`src/rtl/core/leb_pkg.sv`:
```
// ----------------------------------------------------------------------------
// Line edit buffer package
// Shared types and constants for the line edit buffer controller and datapath.
// ----------------------------------------------------------------------------
package leb_pkg;

   localparam int BYTE_W = 8;
   localparam int CSR_INDEX_W = 2;

   // Register indexes on the configuration port.
   localparam logic [CSR_INDEX_W-1:0] CSR_ERASE_CHAR = 2'd0;
   localparam logic [CSR_INDEX_W-1:0] CSR_KILL_CHAR  = 2'd1;
   localparam logic [CSR_INDEX_W-1:0] CSR_END_CHAR   = 2'd2;

   // Register values after reset.
   localparam logic [BYTE_W-1:0] ERASE_CHAR_RESET = 8'd35;  // '#'
   localparam logic [BYTE_W-1:0] KILL_CHAR_RESET  = 8'd64;  // '@'
   localparam logic [BYTE_W-1:0] END_CHAR_RESET   = 8'd10;  // newline
   localparam logic [BYTE_W-1:0] NUL_CHAR         = 8'd0;

   // Commands from the controller to the datapath.
   typedef struct packed {
      logic take;      // a request is accepted this cycle
      logic rd_en;     // read the line store at the current index
      logic advance;   // step the read index to the next character
   } leb_cmd_type;

   // Status from the datapath to the controller.
   typedef struct packed {
      logic is_release;  // the offered byte ends the line
      logic line_empty;  // no characters are stored
      logic at_last;     // the result on display closes the line
   } leb_status_type;

endpackage

```
`src/rtl/core/leb_ram.sv`:
```
// ----------------------------------------------------------------------------
// Line edit buffer RAM
// Generic single-write, single-read memory with a registered read port.
// ----------------------------------------------------------------------------
module leb_ram #(
   parameter int WIDTH = 8,
   parameter int DEPTH = 64,
   localparam int AW = (DEPTH > 1) ? $clog2(DEPTH) : 1
) (
   input  logic             clock,
   input  logic             wr_en,
   input  logic [AW-1:0]    wr_addr,
   input  logic [WIDTH-1:0] wr_data,
   input  logic             rd_en,
   input  logic [AW-1:0]    rd_addr,
   output logic [WIDTH-1:0] rd_data
);

   logic [WIDTH-1:0] mem_ff [DEPTH];
   logic [WIDTH-1:0] rd_data_ff;

   always_ff @(posedge clock) begin
      if (wr_en) begin
         mem_ff[wr_addr] <= wr_data;
      end
      if (rd_en) begin
         rd_data_ff <= mem_ff[rd_addr];
      end
   end

   assign rd_data = rd_data_ff;

endmodule

```
`src/rtl/core/leb_ctrl.sv`:
```
// ----------------------------------------------------------------------------
// Line edit buffer controller
// Sequences request intake and the character-by-character release of a line.
// ----------------------------------------------------------------------------
module leb_ctrl
   import leb_pkg::*;
(
   input  logic           clock,
   input  logic           reset,
   input  logic           req_valid,
   output logic           req_ready,
   output logic           rsp_valid,
   input  logic           rsp_ready,
   output leb_cmd_type    cmd,
   input  leb_status_type status
);

   localparam logic [1:0] ST_IDLE = 2'd0;
   localparam logic [1:0] ST_READ = 2'd1;
   localparam logic [1:0] ST_SHOW = 2'd2;

   logic [1:0] state_ff;
   logic [1:0] state_in;

   always_comb begin
      state_in    = state_ff;
      req_ready   = 1'b0;
      rsp_valid   = 1'b0;
      cmd.take    = 1'b0;
      cmd.rd_en   = 1'b0;
      cmd.advance = 1'b0;
      case (state_ff)
         ST_IDLE: begin
            req_ready = 1'b1;
            if (req_valid) begin
               cmd.take = 1'b1;
               if (status.is_release) begin
                  state_in = status.line_empty ? ST_SHOW : ST_READ;
               end
            end
         end
         ST_READ: begin
            cmd.rd_en = 1'b1;
            state_in  = ST_SHOW;
         end
         ST_SHOW: begin
            rsp_valid = 1'b1;
            if (rsp_ready) begin
               if (status.at_last) begin
                  state_in = ST_IDLE;
               end else begin
                  cmd.advance = 1'b1;
                  state_in    = ST_READ;
               end
            end
         end
         default: begin
            state_in = ST_IDLE;
         end
      endcase
   end

   always_ff @(posedge clock) begin
      if (reset) begin
         state_ff <= ST_IDLE;
      end else begin
         state_ff <= state_in;
      end
   end

endmodule

```
`src/rtl/core/leb_dp.sv`:
```
// ----------------------------------------------------------------------------
// Line edit buffer datapath
// Control registers, fill count, line store and the result register.
// ----------------------------------------------------------------------------
module leb_dp
   import leb_pkg::*;
#(
   parameter int LINE_DEPTH = 64,
   localparam int AW = $clog2(LINE_DEPTH),
   localparam int CW = $clog2(LINE_DEPTH + 1)
) (
   input  logic                   clock,
   input  logic                   reset,
   input  logic                   csr_write_en,
   input  logic [CSR_INDEX_W-1:0] csr_index,
   input  logic [BYTE_W-1:0]      csr_wdata,
   input  logic [BYTE_W-1:0]      req_in_byte,
   input  leb_cmd_type            cmd,
   output leb_status_type         status,
   output logic [BYTE_W-1:0]      rsp_out_byte,
   output logic                   rsp_has_char,
   output logic                   rsp_line_overflow,
   output logic                   rsp_last
);

   logic [BYTE_W-1:0] erase_char_ff, erase_char_in;
   logic [BYTE_W-1:0] kill_char_ff, kill_char_in;
   logic [BYTE_W-1:0] end_char_ff, end_char_in;
   logic [CW-1:0]     fill_count_ff, fill_count_in;
   logic              overflow_ff, overflow_in;
   logic [CW-1:0]     line_len_ff, line_len_in;
   logic [AW-1:0]     rd_idx_ff, rd_idx_in;
   logic              has_char_ff, has_char_in;
   logic              last_ff, last_in;
   logic              line_ovf_ff, line_ovf_in;
   logic              is_release, is_erase, is_kill, is_full;
   logic              wr_en;
   logic [BYTE_W-1:0] rd_data;

   assign is_release = (req_in_byte == NUL_CHAR) || (req_in_byte == end_char_ff);
   assign is_erase   = req_in_byte == erase_char_ff;
   assign is_kill    = req_in_byte == kill_char_ff;
   assign is_full    = fill_count_ff == CW'(LINE_DEPTH);
   assign wr_en      = cmd.take && !is_release && !is_erase && !is_kill && !is_full;

   always_comb begin
      erase_char_in = erase_char_ff;
      kill_char_in  = kill_char_ff;
      end_char_in   = end_char_ff;
      if (csr_write_en) begin
         case (csr_index)
            CSR_ERASE_CHAR: erase_char_in = csr_wdata;
            CSR_KILL_CHAR:  kill_char_in  = csr_wdata;
            CSR_END_CHAR:   end_char_in   = csr_wdata;
            default: begin
            end
         endcase
      end
   end

   always_comb begin
      fill_count_in = fill_count_ff;
      overflow_in   = overflow_ff;
      line_len_in   = line_len_ff;
      rd_idx_in     = rd_idx_ff;
      has_char_in   = has_char_ff;
      last_in       = last_ff;
      line_ovf_in   = line_ovf_ff;
      if (cmd.take) begin
         if (is_release) begin
            line_len_in   = fill_count_ff;
            line_ovf_in   = overflow_ff;
            rd_idx_in     = '0;
            fill_count_in = '0;
            overflow_in   = 1'b0;
            // An empty line shows one result without a character.
            has_char_in   = 1'b0;
            last_in       = 1'b1;
         end else if (is_erase) begin
            if (fill_count_ff != '0) begin
               fill_count_in = fill_count_ff - CW'(1);
            end
         end else if (is_kill) begin
            fill_count_in = '0;
            overflow_in   = 1'b0;
         end else if (is_full) begin
            overflow_in = 1'b1;
         end else begin
            fill_count_in = fill_count_ff + CW'(1);
         end
      end
      if (cmd.rd_en) begin
         has_char_in = 1'b1;
         last_in     = (CW'(rd_idx_ff) + CW'(1)) == line_len_ff;
      end
      if (cmd.advance) begin
         rd_idx_in = rd_idx_ff + AW'(1);
      end
   end

   always_ff @(posedge clock) begin
      if (reset) begin
         erase_char_ff <= ERASE_CHAR_RESET;
         kill_char_ff  <= KILL_CHAR_RESET;
         end_char_ff   <= END_CHAR_RESET;
         fill_count_ff <= '0;
         overflow_ff   <= 1'b0;
      end else begin
         erase_char_ff <= erase_char_in;
         kill_char_ff  <= kill_char_in;
         end_char_ff   <= end_char_in;
         fill_count_ff <= fill_count_in;
         overflow_ff   <= overflow_in;
      end
   end

   always_ff @(posedge clock) begin
      line_len_ff <= line_len_in;
      rd_idx_ff   <= rd_idx_in;
      has_char_ff <= has_char_in;
      last_ff     <= last_in;
      line_ovf_ff <= line_ovf_in;
   end

   leb_ram #(
      .WIDTH (BYTE_W),
      .DEPTH (LINE_DEPTH)
   ) u_line_store (
      .clock   (clock),
      .wr_en   (wr_en),
      .wr_addr (fill_count_ff[AW-1:0]),
      .wr_data (req_in_byte),
      .rd_en   (cmd.rd_en),
      .rd_addr (rd_idx_ff),
      .rd_data (rd_data)
   );

   assign status.is_release = is_release;
   assign status.line_empty = fill_count_ff == '0;
   assign status.at_last    = last_ff;

   assign rsp_out_byte      = has_char_ff ? rd_data : NUL_CHAR;
   assign rsp_has_char      = has_char_ff;
   assign rsp_line_overflow = line_ovf_ff;
   assign rsp_last          = last_ff;

endmodule

```
`src/rtl/core/line_edit_buffer.sv`:
```
// ----------------------------------------------------------------------------
// Line edit buffer
// Collects text bytes into a line with erase and kill editing, releases lines.
// ----------------------------------------------------------------------------
// Each request carries one text byte. A byte that is stored, erased, killed or
// dropped is handled on acceptance, and the block is ready again in the next
// cycle. The end byte or a NUL byte releases the stored line, oldest character
// first, as a run of responses with rsp_last on the final one; an empty line
// gives one response with rsp_has_char low. For each character the block
// reads the line store RAM through its registered read port and then presents
// the response, which holds until rsp_ready. No request is accepted during a
// release. Once LINE_DEPTH characters are stored, further characters are
// dropped and every response of that line shows rsp_line_overflow. The erase,
// kill and end bytes are written through the csr_ port (index 0, 1 and 2);
// other indexes are ignored. The user must write them only while the block
// is idle; the block itself does not enforce this. The line store needs no
// clearing after reset, since only entries below the fill count are ever read.
// ----------------------------------------------------------------------------
module line_edit_buffer
   import leb_pkg::*;
#(
   parameter int LINE_DEPTH = 64
) (
   input  logic                   clock,
   input  logic                   reset,
   input  logic                   csr_write_en,
   input  logic [CSR_INDEX_W-1:0] csr_index,
   input  logic [BYTE_W-1:0]      csr_wdata,
   input  logic                   req_valid,
   output logic                   req_ready,
   input  logic [BYTE_W-1:0]      req_in_byte,
   output logic                   rsp_valid,
   input  logic                   rsp_ready,
   output logic [BYTE_W-1:0]      rsp_out_byte,
   output logic                   rsp_has_char,
   output logic                   rsp_line_overflow,
   output logic                   rsp_last
);

   leb_cmd_type    cmd;
   leb_status_type status;

   // The controller owns the handshakes; the datapath owns all storage.
   leb_ctrl u_ctrl (
      .clock     (clock),
      .reset     (reset),
      .req_valid (req_valid),
      .req_ready (req_ready),
      .rsp_valid (rsp_valid),
      .rsp_ready (rsp_ready),
      .cmd       (cmd),
      .status    (status)
   );

   leb_dp #(
      .LINE_DEPTH (LINE_DEPTH)
   ) u_dp (
      .clock             (clock),
      .reset             (reset),
      .csr_write_en      (csr_write_en),
      .csr_index         (csr_index),
      .csr_wdata         (csr_wdata),
      .req_in_byte       (req_in_byte),
      .cmd               (cmd),
      .status            (status),
      .rsp_out_byte      (rsp_out_byte),
      .rsp_has_char      (rsp_has_char),
      .rsp_line_overflow (rsp_line_overflow),
      .rsp_last          (rsp_last)
   );

endmodule
```
`config.mk`:
```
export PLATFORM = sky130hd
export DESIGN_NAME = line_edit_buffer
export DESIGN_NICKNAME = d
export VERILOG_FILES = /design/src/rtl/core/leb_pkg.sv /design/src/rtl/core/leb_ram.sv /design/src/rtl/core/leb_ctrl.sv /design/src/rtl/core/leb_dp.sv /design/src/rtl/core/line_edit_buffer.sv
export SDC_FILE = /design/constraint.sdc
export NUM_CORES = 1
export LEC_CHECK = 0
export BUFFER_PORTS_ARGS = -buffer_cell sky130_fd_sc_hd__buf_2
export CORE_UTILIZATION = 60
export CTS_CLUSTER_SIZE = 8
export DETAILED_ROUTE_END_ITERATION = 10
export GPL_TIMING_DRIVEN = 0
export MAX_ROUTING_LAYER = met4
export PLACE_DENSITY = 0.84
export SLEW_MARGIN = 10
export SYNTH_ARGS = -nofsm -noshare
export SYNTH_HDL_FRONTEND = slang
export SYNTH_SLANG_ARGS = --single-unit
```
`constraint.sdc`:
```
create_clock -name clock -period 3.6 [get_ports clock]
set_clock_uncertainty 0.05 [all_clocks]
set_input_delay 0.54 -clock clock [delete_from_list [all_inputs] [get_ports clock]]
set_output_delay 0.54 -clock clock [all_outputs]
set_load 0.01 [all_outputs]
```
==> metrics.json, run 1 <==
{
  "yosys": {
    "netlist.area_leader.share": 0.709,
    "synth_area_leaders": "edfxtp_1 71%, mux4_2 14%, dfxtp_1 3.1%",
    "synth.most_common_cell": "edfxtp_1",
    "syn_avg_cell_area_um2": 19.7,
    "syn_area_um2": 22600,
    "ys.warnings.count": 0,
    "ys_async_sr_fraction": 0,
    "synthesis.nets": 1178,
    "synth_common_cells": "535 x edfxtp_1, 144 x mux4_2, 107 x nor2_1",
    "synth_cells": 1151,
    "synth_enable_flop_cells": 535,
    "synth_ff_type": "edfxtp_1",
    "seq_area_frac_synth": 0.740,
    "ys_ff_latch": 570,
    "yosys.cell_types.count": 52,
    "largest_area_contributor_in_the_netlist": "edfxtp_1"
  },
  "setup_path": {
    "path_cells": "buf_2 > buf_2 > buf_2 > buf_1 > mux4_2 > o22ai_1 > a21oi_1 > mux4_2",
    "arrival_ns": 3.75,
    "path_class": "flop to flop",
    "critical_path.max_fanout": 10,
    "slowest_cp_cell": "buf_1",
    "setup.worst_path.start_class": "flop",
    "cp-end-kind": "flop",
    "worst_path_most_repeated_cell": "buf_2",
    "critical_path.n_buffers_inverters": 4,
    "cp.required_ns": 3.87,
    "cp_slowest_stage_delay_ns": 0.59,
    "timing.critical_path.max_delay_family": "buffers and inverters"
  },
  "timing": {
    "layout_worst_path_cycle_share": 0.967,
    "final_setup_viols": 0,
    "slew_headroom": 0.313,
    "timing.fmax_ghz": 0.287,
    "timing_worst_slew_pin_value_ns": 1.03,
    "grt_setup_unrepaired": "yes",
    "timing_max_transition_violations_final": 0,
    "fin_worst_hold_slack_ns": 0.171,
    "final_period_minus_worst_setup_slack_ns": 3.48,
    "number_of_hold_violations_in_the_final_report": 0
  },
  "route": {
    "wl_per_cell_um": 29.5,
    "via_count": 12200,
    "vias_per_cell": 6.73,
    "detail-route-antenna-nets": 0,
    "drcViolationCount": 0,
    "drt_iter0_markers": 1818,
    "route.final.wire_length_um": 53500,
    "first_pass_iteration_count_of_the_detailed_router": 6
  },
  "outcome": {
    "run_status": "finished, final reports clean"
  },
  "finish": {
    "post-route-cell-area_um2": 25800,
    "insertedDiodeCount": 0,
    "layoutNonFillerInstCount": 1811,
    "fillCellCount": 2138,
    "layout-drive-gt1-share": 0.233,
    "area_delta_synth_final_pct": 14.0,
    "fin_nets": 1298,
    "post-route-util": 0.700
  },
  "global_route": {
    "initial_antenna_violation_count": 0,
    "grt_usage": 0.298,
    "first_global_vias": 12300,
    "grt_start_max_net_pins": 69,
    "grt-ovfl-total": 0,
    "grt_first_pass_wirelength_um": 79300
  },
  "floorplanning": {
    "floorplan.rows": 70,
    "design.die.area_um2": 38500,
    "core_region_area_um2": 36900,
    "initial_core_utilization": 0.614,
    "chipHeight_um": 196,
    "die_w_um": 196,
    "pin_count": 36
  },
  "placed_design": {
    "dp_cells": 1692,
    "dpl.hpwl_um": 31200,
    "post_place_instance_area_um2": 23500,
    "gpl.final_weighted_congestion": 0.908,
    "port_buffers": 35
  },
  "clock_network": {
    "clk-insertion-delay-late_ns": 0.60,
    "cts_buffers": 81,
    "cts_h_tree_depth": 3,
    "cts.repair_timing.setup_buffer_count": 0,
    "clock_tree.root_cell": "clkbuf_16",
    "clk_pin_slew_ns": 0.05,
    "cts_tree": "done",
    "cts_hold_buf": 0,
    "cts_max_path_buffers": 3,
    "clock_sinks": 570
  },
  "min_path": {
    "hold_class": "input pin to flop"
  },
  "flow_run": {
    "count_of_max_cap_constraint_violations": 0
  },
  "pwr": {
    "ir_drop_v": 0.000431,
    "p_per_area_nw_per_um2": 561,
    "cellLeakagePower_uw": 0.00818
  }
}
-- final cells by class --
| type | count | area (µm²) | area share |
|---|---|---|---|
| sequential | 570 | 16800 | 0.650 |
| multi-input combinational | 512 | 5620 | 0.218 |
| clock buffer | 111 | 2140 | 0.0829 |
| tap | 504 | 631 | 0.0244 |
| buffer | 61 | 262 | 0.0101 |
| timing repair buffer | 37 | 218 | 0.00844 |
| clock inverter | 8 | 141 | 0.00548 |
| inverter | 8 | 30.0 | 0.00116 |
-- cell families (layout without fill, tap and decap cells) --
family	Yosys count	in the layout	share of synthesized area
XOR/XNOR	33	33	0.0128
AO/OA/AOI/OAI	68	68	0.0218
multiplexers	201	201	0.168
adder cells (fa/ha/maj)	4	4	0.00221
flip-flops	570	570	0.740
buffers and inverters	69	225	0.0129
AND/OR/NAND/NOR	206	206	0.0415
-- cells in the final DEF, fill, tap and decap left out, types with 3 or more instances in the layout --
cell type | netlist | routed
nor2_2 | 0 | 10
nor2b_1 | 3 | 3
a21oi_1 | 14 | 14
nand3_1 | 11 | 11
a41o_1 | 3 | 3
clkinv_16 | 0 | 3
clkbuf_1 | 35 | 65
nor3_1 | 4 | 3
inv_1 | 8 | 8
ha_1 | 4 | 4
mux2i_1 | 57 | 57
edfxtp_1 | 535 | 535
nor4_1 | 5 | 4
and2_1 | 9 | 9
nand2_1 | 36 | 36
mux4_2 | 144 | 144
xor2_1 | 12 | 12
inv_6 | 0 | 3
buf_4 | 1 | 8
o21ai_1 | 3 | 3
o21ai_0 | 3 | 3
xnor2_1 | 21 | 21
or3_1 | 7 | 7
nand4_1 | 5 | 5
nand2b_1 | 5 | 5
a31oi_1 | 3 | 3
o22ai_1 | 9 | 9
dfxtp_1 | 35 | 35
nor4_2 | 2 | 3
o221ai_1 | 18 | 18
buf_1 | 7 | 7
clkbuf_16 | 0 | 81
buf_2 | 17 | 46
nor2_1 | 107 | 97
-- final timing paths --
check                                                end  slack, ns                          startpoint  cells after the start
setup reg to reg  u_dp.u_line_store.rd_data[0]$_DFFE_PN_       0.12     u_dp.rd_idx_ff[1]$_SDFFCE_PN0P_                      8
hold reg to reg            u_dp.line_len_ff[4]$_DFFE_PP_       0.41  u_dp.fill_count_ff[4]$_SDFFE_PP0P_                      0
setup / recovery  u_dp.u_line_store.rd_data[0]$_DFFE_PN_       0.12     u_dp.rd_idx_ff[1]$_SDFFCE_PN0P_                      8
hold / removal         u_dp.kill_char_ff[6]$_SDFFE_PP1P_       0.17                        csr_wdata[6]                      3
-- metrics by stage --
step	TNS [ns]	power, µW	worst slack (ns)
after floorplan	0	7560	0.918
after global placement	-232.80	7740	-0.893
after detailed placement	-306.69	7750	-0.818
after CTS	0	14500	0.185
after global routing	-3.44	14800	-0.0737
final	0	14500	0.119
-- per-layer routing --
layer / up-vias / wire [µm] / part of all wire / global-route usage
met3: 153 / 5570 / 0.10 / 0.0609
met5: - / 0 / 0 / -
met2: 863 / 26500 / 0.50 / 0.466
met1: 6233 / 19400 / 0.36 / 0.385
li1: 4936 / - / - / -
met4: 0 / 2040 / 0.038 / 0.128
-- sequential cells by signal, summed over array words and instances (netlist names) --
signal,count
u_dp.rsp_line_overflow,1
u_dp.line_len_ff,7
u_dp.erase_char_ff,8
u_dp.end_char_ff,8
u_dp.rsp_has_char,1
u_ctrl.state_ff,2
u_dp.fill_count_ff,7
u_dp.u_line_store.rd_data,8
u_dp.rsp_last,1
u_dp.u_line_store.mem_ff,512
u_dp.kill_char_ff,8
u_dp.overflow_ff,1
u_dp.rd_idx_ff,6
-- worst min-delay path, cell delays in order --
cell     delay, ns
buf_2         0.11
mux2i_1       0.07
nand2_1       0.06
-- repair_timing --
item | in CTS | in global routing
gates cloned | 0 | 0
resized for setup | 7 | 10
endpoints found under the hold margin | 0 | 0
setup endpoints to repair | 337 | 125
-- where the power goes --
part | internal [µW] | switching, µW | total [µW]
combinational | 86.3 | 243 | 330
sequential | 7290 | 23.3 | 7310
clock | 4120 | 2720 | 6840
Note: power is estimated with default switching activity, not from simulation.
==> run 2: changes to the inputs <==
--- a/config.mk
+++ b/config.mk
@@ -6,12 +6,14 @@
 export NUM_CORES = 1
 export LEC_CHECK = 0
 export BUFFER_PORTS_ARGS = -buffer_cell sky130_fd_sc_hd__buf_2
-export CORE_UTILIZATION = 60
+export CELL_PAD_IN_SITES_DETAIL_PLACEMENT = 0
+export CELL_PAD_IN_SITES_GLOBAL_PLACEMENT = 1
+export CORE_UTILIZATION = 55
 export CTS_CLUSTER_SIZE = 8
 export DETAILED_ROUTE_END_ITERATION = 10
 export GPL_TIMING_DRIVEN = 0
 export MAX_ROUTING_LAYER = met4
-export PLACE_DENSITY = 0.84
+export PLACE_DENSITY = 0.86
 export SLEW_MARGIN = 10
 export SYNTH_ARGS = -nofsm -noshare
 export SYNTH_HDL_FRONTEND = slang
==> run 2 against run 1 <==
Effect of this change: hold slack lost 0.012 ns; cell area decreased by 0.29%; sequential cell count did not move; register-to-register slack got worse by 0.09 ns; die area rose by 9.0%; critical path type unchanged.
==> metrics.json, run 2 (synthesis results as in run 1) <==
{
  "placed_design": {
    "dp_cells": 1713,
    "gpl.final_weighted_congestion": 0.848,
    "post_place_instance_area_um2": 23500,
    "port_buffers": 35,
    "dpl.hpwl_um": 31000,
    "dpl_worst_slack_ns": -0.865
  },
  "clock_network": {
    "cts_buffers": 81,
    "clk-insertion-delay-late_ns": 0.59,
    "cts_max_path_buffers": 3,
    "cts_h_tree_depth": 3,
    "cts.repair_timing.setup_buffer_count": 0,
    "clock_tree.root_cell": "clkbuf_16",
    "clk_pin_slew_ns": 0.05,
    "clock_sinks": 570,
    "cts_hold_buf": 0,
    "cts_tree": "done"
  },
  "route": {
    "wl_per_cell_um": 29.0,
    "first_pass_iteration_count_of_the_detailed_router": 5,
    "drt_iter0_markers": 1302,
    "route.final.wire_length_um": 52700,
    "vias_per_cell": 6.56,
    "via_count": 11900,
    "detail-route-antenna-nets": 0,
    "drcViolationCount": 0
  },
  "finish": {
    "post-route-util": 0.640,
    "largest_register_ffs": 512,
    "area_delta_synth_final_pct": 13.6,
    "mostFrequentLayoutCell": "edfxtp_1",
    "fin_nets": 1297,
    "layout.cells.most_common_list": "535 x edfxtp_1, 144 x mux4_2, 105 x nor2_1",
    "post-route-cell-area_um2": 25700,
    "biggest_register": "u_dp.u_line_store.mem_ff",
    "layout-drive-gt1-share": 0.229,
    "layoutNonFillerInstCount": 1816
  },
  "setup_path": {
    "path_cells": "buf_2 > buf_2 > clkbuf_1 > mux4_2 > mux4_2 > mux4_2",
    "arrival_ns": 3.83,
    "reg2reg_slack_ns": 0.03,
    "timing.rr.start": "u_dp.rd_idx_ff[1]$_SDFFCE_PN0P_",
    "cp.required_ns": 3.86,
    "slowest_cp_cell": "clkbuf_1",
    "path_class": "flop to flop",
    "cp_slowest_stage_delay_ns": 0.60,
    "rr_worst_depth": 6,
    "cp-end-kind": "flop",
    "setup.worst_path.start_class": "flop",
    "crit-reg2reg-capture": "u_dp.u_line_store.rd_data[4]$_DFFE_PN_",
    "critical_path.max_fanout": 10,
    "worst_path_most_repeated_cell": "mux4_2"
  },
  "pwr": {
    "p_per_area_nw_per_um2": 559,
    "cellLeakagePower_uw": 0.00816,
    "ir_drop_v": 0.000393
  },
  "floorplanning": {
    "floorplan.rows": 73,
    "design.die.area_um2": 42000,
    "core_region_area_um2": 40200,
    "die_w_um": 205,
    "chipHeight_um": 205,
    "initial_core_utilization": 0.563,
    "pin_count": 36
  },
  "timing": {
    "timing_max_transition_violations_final": 0,
    "worst_slack_ns": 0.0307,
    "final_period_minus_worst_setup_slack_ns": 3.57,
    "timing_worst_slew_pin_value_ns": 0.959,
    "timing.fmax_ghz": 0.280,
    "grt_setup_unrepaired": "yes",
    "layout_worst_path_cycle_share": 0.991,
    "number_of_hold_violations_in_the_final_report": 0,
    "final_setup_viols": 0,
    "slew_headroom": 0.361
  },
  "global_route": {
    "grt_usage": 0.271,
    "grt_first_pass_wirelength_um": 77900,
    "grt-ovfl-total": 0,
    "grt_start_max_net_pins": 69,
    "initial_antenna_violation_count": 2,
    "first_global_vias": 12000
  },
  "min_path": {
    "hold_class": "input pin to flop",
    "hold_path_depth": 3,
    "whs_endpoint": "u_dp.erase_char_ff[1]$_SDFFE_PP1P_",
    "hold_start": "csr_wdata[1]"
  },
  "outcome": {
    "run_status": "finished, final reports clean"
  },
  "flow_run": {
    "count_of_max_cap_constraint_violations": 0
  }
}
[run 2: metrics by stage]
| step | setup TNS [ns] | power (µW) | hold WS, ns |
|---|---|---|---|
| finish | 0 | 14400 | 0.159 |
| global route | -5.80 | 14700 | 0.190 |
| CTS | 0 | 14400 | 0.151 |
| detailed placement | -348.68 | 7760 | 0.366 |
| global placement | -283.52 | 7740 | 0.364 |
| floorplan | 0 | 7560 | 0.356 |
[run 2: timing repair]
action | 4_1_cts | 5_1_grt
gates resized for setup | 8 | 2
endpoints found under the setup margin | 434 | 72
pin swaps | 0 | 0
[run 2: layout make-up]
type	instances	area [µm²]
sequential	570	16800
clock buffer	100	2180
antenna	1	2.50
tap	525	657
clock inverter	3	25.0
multi-input combinational	512	5600
buffer	60	258
fill	2655	14500
inverter	8	30.0
timing repair buffer	37	210
[run 2: worst max-delay path by stage]
stage / startpoint / end / slack, ns / cells after the start
2_1_floorplan: u_dp.rd_idx_ff[0]$_SDFFCE_PN0P_ / u_dp.u_line_store.rd_data[0]$_DFFE_PN_ / 0.92 / 4
3_3_place_gp: req_in_byte[3] / u_dp.u_line_store.mem_ff[15][5]$_DFFE_PP_ / -1.04 / 6
3_5_place_dp: req_in_byte[3] / u_dp.u_line_store.mem_ff[16][3]$_DFFE_PP_ / -0.87 / 8
4_1_cts: u_dp.rd_idx_ff[1]$_SDFFCE_PN0P_ / u_dp.u_line_store.rd_data[4]$_DFFE_PN_ / 0.0007 / 8
5_1_grt: req_in_byte[2] / u_dp.u_line_store.mem_ff[43][1]$_DFFE_PP_ / -0.13 / 9
6_report: u_dp.rd_idx_ff[1]$_SDFFCE_PN0P_ / u_dp.u_line_store.rd_data[4]$_DFFE_PN_ / 0.03 / 6
[run 2: power by group]
group          internal [µW]  total (µW)  switching [µW]
Sequential              7290        7310            25.0
Combinational           84.1         323             238
Clock                   4170        6760            2590
[run 2: layer usage]
metal,part of all wire,global-route usage,vias to the layer above
li1,-,-,4927
met1,0.38,0.360,6148
met2,0.50,0.422,740
met3,0.099,0.0541,107
met4,0.027,0.0899,0
met5,0,-,-
[run 2: critical path: cells and delay by family, from the launching register on]
kind,cells,cell delay (ns)
mux,3,1.60
buf+inv,3,1.28
flops,1,0.37
